### config.mk
export PLATFORM = sky130hd
export DESIGN_NAME = led_matrix_scan_framebuffer
export DESIGN_NICKNAME = d
export VERILOG_FILES = /design/src/hdl/lms_pkg.sv /design/src/hdl/led_matrix_scan_framebuffer.sv /design/src/hdl/lms_frame.sv
export SDC_FILE = /design/constraint.sdc
export NUM_CORES = 1
export LEC_CHECK = 0
export ABC_AREA = 1
export ABC_CLOCK_PERIOD_IN_PS = 2200
export BUFFER_PORTS_ARGS = -buffer_cell sky130_fd_sc_hd__buf_4
export CAP_MARGIN = 30
export CORE_MARGIN = 2
export CORE_UTILIZATION = 45
export DETAILED_ROUTE_END_ITERATION = 10
export SLEW_MARGIN = 5
export SYNTH_ARGS = -nofsm -noshare
export SYNTH_HDL_FRONTEND = slang
export SYNTH_SLANG_ARGS = --single-unit
### constraint.sdc
create_clock -name clk -period 2.2 [get_ports clk]
set_input_delay 0.11 -clock clk [delete_from_list [all_inputs] [get_ports clk]]
set_output_delay 0.11 -clock clk [all_outputs]
set_load 0.02 [all_outputs]
### src/hdl/lms_pkg.sv
// Shared types and constants for the LED matrix scan frame buffer.
// No dependencies; used by every other file in hdl/ except lms_checker.sv.
package lms_pkg;

	// Request kinds carried on the input tuser field
	typedef enum logic [3:0] {
		REQ_TICK    = 4'd0,
		REQ_SET     = 4'd1,
		REQ_CLEAR   = 4'd2,
		REQ_TOGGLE  = 4'd3,
		REQ_GET     = 4'd4,
		REQ_PUT     = 4'd5,
		REQ_CLR_ALL = 4'd6,
		REQ_SET_ALL = 4'd7,
		REQ_INV_ALL = 4'd8
	} req_t;

	localparam int unsigned ROWS    = 8;
	localparam int unsigned ROW_W   = 8;
	localparam int unsigned COORD_W = 3;

	// Stored row for scan pointer p is p ^ 3: order 3,2,1,0,7,6,5,4
	localparam logic [COORD_W-1:0] SCAN_FLIP = 3'd3;
	localparam logic [ROW_W-1:0]   ROW_FULL  = 8'hFF;
	localparam logic [ROW_W-1:0]   ROW_MSB   = 8'h80;

	// One request word after unpacking
	typedef struct packed {
		req_t               req;
		logic [COORD_W-1:0] pixel_x;
		logic [COORD_W-1:0] pixel_y;
		logic               put_value;
	} item_t;

	// One result word
	typedef struct packed {
		logic [ROW_W-1:0] column_data;
		logic             row_shift;
		logic             row_select_bit;
		logic             pixel_was;
	} result_t;

endpackage

### src/hdl/led_matrix_scan_framebuffer.sv
// Top level of the LED matrix scan frame buffer: stream ports, input and
// output registers. Depends on lms_pkg and lms_frame.
//
// Usage:
//   Requests enter on the s_ group: s_tuser holds the request kind, s_tdata
//   the pixel coordinates and put value. Each request yields exactly one
//   result word on the m_ group, in request order.
//   Pixel requests (set, clear, toggle, get, put) return the pixel's earlier
//   value; a tick returns the row-select bit, a shift pulse flag and the
//   column byte of the scanned row, then advances the scan pointer.
//   Whole-frame requests (clear, set, invert all) return an all-zero word.
// Flow and throughput:
//   A word accepted into the input register is processed combinationally
//   and written to the output register as soon as that register can load;
//   m_tvalid then rises. One word per cycle is sustained while m_tready
//   stays high; no request kind holds the input stage busy.
// Reset:
//   arst_n clears the frame store, the scan pointer and both valid flags.
// Stall:
//   While m_tready is low the output word holds; the input stage still takes
//   one more word, then s_tready drops until the output drains.
module led_matrix_scan_framebuffer (
	input  logic        clk,
	input  logic        arst_n,
	input  logic        s_tvalid,
	output logic        s_tready,
	input  logic [7:0]  s_tdata,   // [2:0] pixel_x, [5:3] pixel_y, [6] put_value, [7] zero
	input  logic [3:0]  s_tuser,   // [3:0] req_type
	output logic        m_tvalid,
	input  logic        m_tready,
	output logic [15:0] m_tdata    // [0] pixel_was, [1] row_select_bit, [2] row_shift,
	                               // [10:3] column_data, [15:11] zero
);

	lms_pkg::item_t   item_s1;
	logic             valid_s1;
	lms_pkg::result_t res;
	lms_pkg::result_t res_s2;
	logic             valid_s2;
	logic             load_s2;
	logic             commit;

	// Handshake: output loads when empty or draining, input follows
	assign load_s2  = !valid_s2 || m_tready;
	assign s_tready = !valid_s1 || load_s2;
	assign commit   = valid_s1 && load_s2;

	// Input register
	always_ff @(posedge clk or negedge arst_n) begin
		if (!arst_n) begin
			valid_s1 <= 1'b0;
		end else if (s_tready) begin
			valid_s1 <= s_tvalid;
		end
	end

	always_ff @(posedge clk) begin
		if (s_tready && s_tvalid) begin
			item_s1.req       <= lms_pkg::req_t'(s_tuser);
			item_s1.pixel_x   <= s_tdata[2:0];
			item_s1.pixel_y   <= s_tdata[5:3];
			item_s1.put_value <= s_tdata[6];
		end
	end

	lms_frame u_frame (
		.clk    (clk),
		.arst_n (arst_n),
		.commit (commit),
		.item   (item_s1),
		.res    (res)
	);

	// Output register
	always_ff @(posedge clk or negedge arst_n) begin
		if (!arst_n) begin
			valid_s2 <= 1'b0;
		end else if (load_s2) begin
			valid_s2 <= valid_s1;
		end
	end

	always_ff @(posedge clk) begin
		if (commit) begin
			res_s2 <= res;
		end
	end

	assign m_tvalid = valid_s2;
	assign m_tdata  = {5'd0, res_s2.column_data, res_s2.row_shift,
	                   res_s2.row_select_bit, res_s2.pixel_was};

endmodule

### src/hdl/lms_frame.sv
// Frame store (8 rows of 8 pixels), scan pointer and the per-request logic.
// Depends on lms_pkg. Result is combinational from the registered request.
module lms_frame (
	input  logic             clk,
	input  logic             arst_n,
	input  logic             commit,
	input  lms_pkg::item_t   item,
	output lms_pkg::result_t res
);

	logic [lms_pkg::ROW_W-1:0]   frame_q [lms_pkg::ROWS];
	logic [lms_pkg::COORD_W-1:0] scan_q;

	logic [lms_pkg::COORD_W-1:0] rd_addr;
	logic [lms_pkg::ROW_W-1:0]   rd_row;
	logic [lms_pkg::ROW_W-1:0]   mask;
	logic                        was;
	logic                        is_tick;

	// Single read port: scanned row on tick, addressed row otherwise
	assign is_tick = (item.req == lms_pkg::REQ_TICK);
	assign rd_addr = is_tick ? (scan_q ^ lms_pkg::SCAN_FLIP) : item.pixel_y;
	assign rd_row  = frame_q[rd_addr];
	assign mask    = lms_pkg::ROW_MSB >> item.pixel_x;
	assign was     = |(rd_row & mask);

	// Result word
	always_comb begin
		res = '0;
		unique case (item.req)
			lms_pkg::REQ_TICK: begin
				res.row_select_bit = (scan_q != '0);
				res.row_shift      = 1'b1;
				res.column_data    = rd_row;
			end
			lms_pkg::REQ_SET, lms_pkg::REQ_CLEAR, lms_pkg::REQ_TOGGLE,
			lms_pkg::REQ_GET, lms_pkg::REQ_PUT: begin
				res.pixel_was = was;
			end
			default: begin
				res = '0;
			end
		endcase
	end

	// State update when the request is committed to the output register
	always_ff @(posedge clk or negedge arst_n) begin
		if (!arst_n) begin
			scan_q <= '0;
			for (int i = 0; i < lms_pkg::ROWS; i++) frame_q[i] <= '0;
		end else if (commit) begin
			unique case (item.req)
				lms_pkg::REQ_TICK: scan_q <= scan_q + 3'd1;
				lms_pkg::REQ_SET: frame_q[item.pixel_y] <= rd_row | mask;
				lms_pkg::REQ_CLEAR: frame_q[item.pixel_y] <= rd_row & ~mask;
				lms_pkg::REQ_TOGGLE: frame_q[item.pixel_y] <= rd_row ^ mask;
				lms_pkg::REQ_PUT: begin
					frame_q[item.pixel_y] <= item.put_value ? (rd_row | mask)
					                                        : (rd_row & ~mask);
				end
				lms_pkg::REQ_CLR_ALL: begin
					for (int i = 0; i < lms_pkg::ROWS; i++) frame_q[i] <= '0;
				end
				lms_pkg::REQ_SET_ALL: begin
					for (int i = 0; i < lms_pkg::ROWS; i++) frame_q[i] <= lms_pkg::ROW_FULL;
				end
				lms_pkg::REQ_INV_ALL: begin
					for (int i = 0; i < lms_pkg::ROWS; i++) begin
						frame_q[i] <= frame_q[i] ^ lms_pkg::ROW_FULL;
					end
				end
				default: begin
				end
			endcase
		end
	end

endmodule

## Word level (Yosys, flattened, before mapping)

Index checks and enable logic that the tools add are counted.

- Bitwise gates (word level): 16
- Shift-type cells: 1
- Add/sub/neg operators: 1
- Eq/ne operators: 8
- Div/mod/pow operators: 0
- Multiply operators: 0
- Magnitude comparators: 3
- Mux-type cells: 13
- Reductions and logical operators: 14

Operators with widths:

| operator | count |
|---|---|
| $pmux W64 S7 | 1 |
| $bwmux W64 | 4 |
| $not A8 Y8 | 9 |
| $mux W8 | 4 |
| $bmux W8 S3 | 1 |
| $demux W8 S3 | 1 |
| $and A8 B8 Y8 | 2 |
| $eq A4 B3 Y1 const B | 4 |
| $eq A4 B2 Y1 const B | 2 |
| $ge A4 B4 Y1 const B | 2 |
| $not A3 Y4 | 2 |
| $or A8 B8 Y8 | 1 |
| $reduce_or A8 Y1 | 1 |
| $shr A8 B3 Y8 const A | 1 |
| $xor A8 B8 Y8 | 1 |
| $reduce_bool A7 Y1 | 1 |
| $reduce_or A5 Y1 | 1 |
| $eq A4 B1 Y1 const B | 1 |
| $eq A4 B4 Y1 const B | 1 |
| $logic_not A4 Y1 | 1 |
| $lt A4 B1 Y1 const B | 1 |
| $reduce_and A2 Y1 | 2 |
| $add A3 B1 Y3 const B | 1 |
| $logic_and A1 B1 Y1 | 3 |
| 6 further kinds | 8 |

- Memories: 0
- Word-level logic and storage cells: 75
- Latch bits: 0
- Memory bits (read-only): 0
- Memory bits (writable): 0
- Register bits after elaboration: 91
- Input bits: 16
- Output and inout bits: 18

## Longest topological paths before layout

- Depth after elaboration: 10
- Gate-level depth with buffers: 17
- Depth with buffers taken out: 16

## Hierarchy

A second synthesis with hierarchy kept.

- Cells, all modules: 1,479
- Area, all modules: 8,906.0 um^2

By module, submodules not included:

| module | sequential area each (um^2) | times used | area each (um^2) | cells an instance |
|---|---|---|---|---|
| lms_frame | 1,676.6 | 1 | 8,109.0 | 1,439 |
| led_matrix_scan_framebuffer | 710.7 | 1 | 797.0 | 40 |

## Worst setup path before layout

No wires, ideal clock.

- Path type: register to register
- From: register item_s1[8] (netlist name)
- To: register (tool-made name)
- Clock period less this slack: 2,361 ps
- Arrival: 2,248 ps
- Setup slack: -161 ps
- Stages on the path, launching flop included: 16
- Library setup time: 113 ps
- Required time: 2,087 ps
- Buffers on the path: 1
- Cell sequence: edfxtp_1 -> nor2_4 -> nand2_4 -> o21ai_4 -> buf_4 -> nand3_1 -> nand3_1 -> nand2_2 -> ha_1 -> inv_1 -> o211ai_1 -> a21oi_1 -> nor2_1 -> nand3_1 -> nand2_1 -> inv_1

RTL lines:

| element | RTL line | RTL |
|---|---|---|
| from (decl) | led_matrix_scan_framebuffer.sv:35 | `lms_pkg::item_t item_s1;` |

==> metrics.txt <==
# TYPE chip_impl_metric gauge
chip_impl_info{name="outcome",value="finished, violations left"} 1
chip_impl_info{name="violations",value="negative setup slack"} 1
chip_impl_metric{name="vias_in_the_first_global_route",unit=""} 9727
chip_impl_metric{name="layoutNonFillerInstCount",unit=""} 1875
chip_impl_metric{name="dpl.cell_count",unit=""} 1834
chip_impl_metric{name="largest_net_degree_at_the_start_of_global_routing",unit=""} 65
chip_impl_metric{name="dp.final_hpwl",unit="mm"} 25.7
chip_impl_metric{name="fp.dieH",unit="um"} 145
chip_impl_metric{name="grt_antenna_before_repair",unit=""} 0
chip_impl_metric{name="grt.overflow.total",unit=""} 0
chip_impl_metric{name="finClkSkew",unit="ns"} 0.0137
chip_impl_info{name="critPathLaunch",value="item_s1[10]$_DFFE_PP_"} 1
chip_impl_metric{name="drt_drc_violations_left",unit=""} 0
chip_impl_metric{name="report.power.total",unit="mW"} 10.8
chip_impl_info{name="cp_cell_sequence",value="nor2_4 -> buf_4 -> nand3_4 -> buf_12 -> nand3_1 -> nand3_2 -> nand3_1 -> nand2_2 -> ha_4 -> inv_8 -> o211ai_1 -> a21oi_1 -> nor2_1 -> nand3_1 -> nand2_1 -> inv_1"} 1
chip_impl_metric{name="fp-row-count",unit=""} 51
chip_impl_metric{name="finalSetupViolations",unit=""} 65
chip_impl_metric{name="worst-endpoint-required",unit="ns"} 2.46
chip_impl_metric{name="layout_min_cycle_time",unit="ns"} 2.52
chip_impl_metric{name="number_of_port_buffers",unit=""} 27
chip_impl_info{name="mostFrequentLayoutCell",value="sky130_fd_sc_hd__nand2_1"} 1
chip_impl_info{name="hold_path.startpoint",value="m_tready"} 1
chip_impl_metric{name="layout.core_utilization",unit="%"} 58.5
chip_impl_metric{name="initial_utilization",unit="%"} 45.9
chip_impl_metric{name="fillers",unit=""} 1944
chip_impl_info{name="grt_setup_unrepaired",value="true"} 1
chip_impl_info{name="reg2reg_from",value="item_s1[10]$_DFFE_PP_"} 1
chip_impl_metric{name="finalCritPeriodShare",unit="%"} 114
chip_impl_metric{name="postLayoutCellArea",unit="sq mm"} 0.0114
chip_impl_metric{name="ant_diodes",unit=""} 0
chip_impl_metric{name="first_iter_violations",unit=""} 1292
chip_impl_metric{name="via_count",unit=""} 10645
chip_impl_info{name="tritoncts",value="done"} 1
chip_impl_info{name="layout.cells.most_common_list",value="sky130_fd_sc_hd__nand2_1, sky130_fd_sc_hd__inv_1, sky130_fd_sc_hd__nand3_1"} 1
chip_impl_metric{name="slack_of_the_critical_path",unit="ns"} -0.315
chip_impl_metric{name="synth-warning-count",unit=""} 0
chip_impl_metric{name="drv_cap",unit=""} 0
chip_impl_metric{name="clockBufferDepth",unit=""} 2
chip_impl_metric{name="htree_num_levels",unit=""} 3
chip_impl_metric{name="flow.area_growth_from_synthesis",unit="%"} 27.4
chip_impl_metric{name="post_dp_cell_area",unit="sq mm"} 0.0105
chip_impl_metric{name="syn_area_per_cell",unit="sq um"} 6.06
chip_impl_metric{name="die_w",unit="um"} 145
chip_impl_metric{name="max-slew-margin-rel",unit="%"} 47.6
chip_impl_metric{name="synth_cell_area",unit="sq mm"} 0.00896
chip_impl_metric{name="detailedRoute.firstPassIterationCount",unit=""} 6
chip_impl_metric{name="worst_ir_drop_on_vdd",unit="V"} 0.000433
chip_impl_metric{name="setup.reg_to_reg.worst_slack",unit="ns"} -0.32
chip_impl_info{name="crit_path_frequent_cell",value="sky130_fd_sc_hd__nand3_1"} 1
chip_impl_info{name="crit_path_end_kind",value="flop"} 1
chip_impl_metric{name="synthesis.instances",unit=""} 1480
chip_impl_metric{name="drtAntennaViolNets",unit=""} 0
chip_impl_info{name="startpoint_type",value="flop"} 1
chip_impl_metric{name="grt.total_usage",unit="%"} 36.7
chip_impl_metric{name="synthDistinctLibCells",unit=""} 35
chip_impl_metric{name="clk_transition_reported_paths",unit="ns"} 0.08
chip_impl_metric{name="cts_sinks",unit=""} 91
chip_impl_metric{name="drv_slew",unit=""} 0
chip_impl_metric{name="whs_path_depth",unit=""} 4
chip_impl_metric{name="boundaryPins",unit=""} 34
chip_impl_metric{name="grt_pass1_wl",unit="mm"} 58.9
chip_impl_metric{name="cts_buffers",unit=""} 9
chip_impl_metric{name="hold_viol_final",unit=""} 0
chip_impl_metric{name="async_reset_ff_share",unit="%"} 75.8
chip_impl_metric{name="proportion_of_layout_cells_with_a_drive_suffix_above_1",unit="%"} 19.4
chip_impl_metric{name="num-nets-final",unit=""} 1647
chip_impl_metric{name="cp_max_fo",unit=""} 9
chip_impl_info{name="cpMaxStageDelayCell",value="sky130_fd_sc_hd__edfxtp_1"} 1
chip_impl_metric{name="worst_ep_arrival_time",unit="ns"} 2.77
chip_impl_metric{name="achievable-frequency",unit="GHz"} 0.398
chip_impl_metric{name="number_of_enable_flip_flop_cells_after_synthesis",unit=""} 22
chip_impl_metric{name="routed_len_inst",unit="um"} 20.7
chip_impl_info{name="worstHoldPathType",value="in2reg"} 1
chip_impl_metric{name="power_density",unit="mW/mm^2"} 948
chip_impl_metric{name="worst_r2r_path_depth",unit=""} 16
chip_impl_metric{name="ys_ff_latch",unit=""} 91
chip_impl_metric{name="synth_sequential_area_ratio",unit="%"} 26.6
chip_impl_info{name="ctsRootBufferMaster",value="sky130_fd_sc_hd__clkbuf_16"} 1
chip_impl_metric{name="die-area",unit="sq mm"} 0.0211
chip_impl_metric{name="core_area",unit="sq mm"} 0.0195
chip_impl_metric{name="vias_per_cell",unit=""} 5.68
chip_impl_metric{name="tightestPinTransition",unit="ns"} 0.785
chip_impl_metric{name="clk_latency_worst_skew_pair",unit="ns"} 0.37
chip_impl_metric{name="place.gp.congestion",unit=""} 1.02
chip_impl_metric{name="leakagePower",unit="nW"} 5.76
chip_impl_metric{name="critical_path.max_stage_delay",unit="ns"} 0.43
chip_impl_info{name="critPathKind",value="reg2reg"} 1
chip_impl_metric{name="place_worst_setup_slack",unit="ns"} -0.409
chip_impl_metric{name="drt-total-wl",unit="mm"} 38.9
chip_impl_info{name="synth_ff_type",value="sky130_fd_sc_hd__dfrtp_1"} 1
chip_impl_info{name="end_point_of_the_worst_hold_path",value="m_tvalid$_DFFE_PN0P_"} 1
[layer usage]
metal	GRT usage (%)	wire length [um]	vias up
met4	19.8	2230	0
met5	0	0	-
met2	52.7	16100	679
met3	9.34	4760	154
met1	50.4	15700	4779
li1	-	-	5033
[how the worst max path moves through the flow]
| stage | end | slack [ns] | depth (start not counted) |
|---|---|---|---|
| after CTS | m_tdata[0]$_SDFFCE_PN0P_ | -0.28 | 12 |
| after detailed placement | m_tdata[0]$_SDFFCE_PN0P_ | -0.41 | 12 |
| final | flop | -0.32 | 16 |
| after global placement | m_tdata[0]$_SDFFCE_PN0P_ | -0.37 | 12 |
| after global routing | flop | -0.45 | 16 |
| after floorplan | flop | -0.12 | 15 |
[power breakdown]
group | leakage [nW] | internal (mW) | total [mW] | switching [mW]
logic | 4.63 | 2.11 | 5.88 | 3.78
registers | 0.990 | 2.40 | 3.28 | 0.871
clock network | 0.146 | 0.889 | 1.67 | 0.778
[cell usage after synthesis (2+ instances only)]
cell                       number  area share (%)
sky130_fd_sc_hd__a21oi_1      145             8.1
sky130_fd_sc_hd__buf_2         14            0.78
sky130_fd_sc_hd__buf_4         10            0.84
sky130_fd_sc_hd__buf_6          2            0.25
sky130_fd_sc_hd__clkbuf_1      50             2.1
sky130_fd_sc_hd__clkinv_1       6            0.25
sky130_fd_sc_hd__dfrtp_1       69              19
sky130_fd_sc_hd__edfxtp_1      22             7.4
sky130_fd_sc_hd__ha_1          26             3.6
sky130_fd_sc_hd__inv_1        218             9.1
sky130_fd_sc_hd__inv_2          4            0.17
sky130_fd_sc_hd__nand2_1      320              13
sky130_fd_sc_hd__nand2_2       11            0.77
sky130_fd_sc_hd__nand2_4       12             1.5
sky130_fd_sc_hd__nand3_1      212              12
sky130_fd_sc_hd__nand3_2        3            0.33
sky130_fd_sc_hd__nor2_1       127             5.3
sky130_fd_sc_hd__nor2_4         2            0.25
sky130_fd_sc_hd__nor2_8         2            0.45
sky130_fd_sc_hd__nor3_1         8            0.45
sky130_fd_sc_hd__nor4_1         2            0.14
sky130_fd_sc_hd__o211ai_1      16             1.3
sky130_fd_sc_hd__o21ai_0      153             8.5
sky130_fd_sc_hd__o21ai_1       26             1.5
sky130_fd_sc_hd__o21ai_2        5            0.49
sky130_fd_sc_hd__o21ai_4        5            0.91
sky130_fd_sc_hd__xor2_1         2            0.20
[critical path: cells and delay by family, from the launching register on]
family | cells | cell delay [ns]
fa+ha+maj | 1 | 0.32
simple gates | 9 | 0.95
flops | 1 | 0.43
buf+inv | 4 | 0.42
compound gates | 2 | 0.27
[cell families after synthesis]
family	count (synthesis)	synth area share, %
AO/OA/AOI/OAI	352	21.0
XOR/XNOR	2	0.195
adder cells (fa/ha/maj)	26	3.63
buffers and inverters	308	13.9
flip-flops	91	26.6
other	1	0.0418
AND/OR/NAND/NOR	700	34.6
[timing repair]
| action | 4_1_cts | 5_1_grt |
|---|---|---|
| pin swaps | 14 | 57 |
| hold buffers | 13 | 0 |
| endpoints found under the setup margin | 65 | 65 |
| setup buffers | 10 | 1 |
| endpoints found under the hold margin | 46 | 0 |
| cloned | 0 | 1 |
| gates resized for setup | 44 | 53 |
[cell type report]
| cell class | count | area (sq um) | share of cell area (%) |
|---|---|---|---|
| Multi-Input combinational cell | 1085 | 5760 | 50.4 |
| Clock inverter | 7 | 73.8 | 0.646 |
| Timing Repair Buffer | 188 | 1700 | 14.9 |
| Inverter | 230 | 938 | 8.21 |
| Clock buffer | 9 | 225 | 1.97 |
| Sequential cell | 91 | 2390 | 20.9 |
| Tap cell | 265 | 332 | 2.90 |
[stage by stage]
step                hold WS [ns]  TNS (ns)
CTS                      0.00686    -14.03
global placement           0.122    -17.16
floorplan                 -0.186     -5.59
global route              0.0486    -24.35
finish                    0.0208    -15.33
detailed placement         0.127    -20.43
Note: power is estimated with default switching activity, not from simulation.
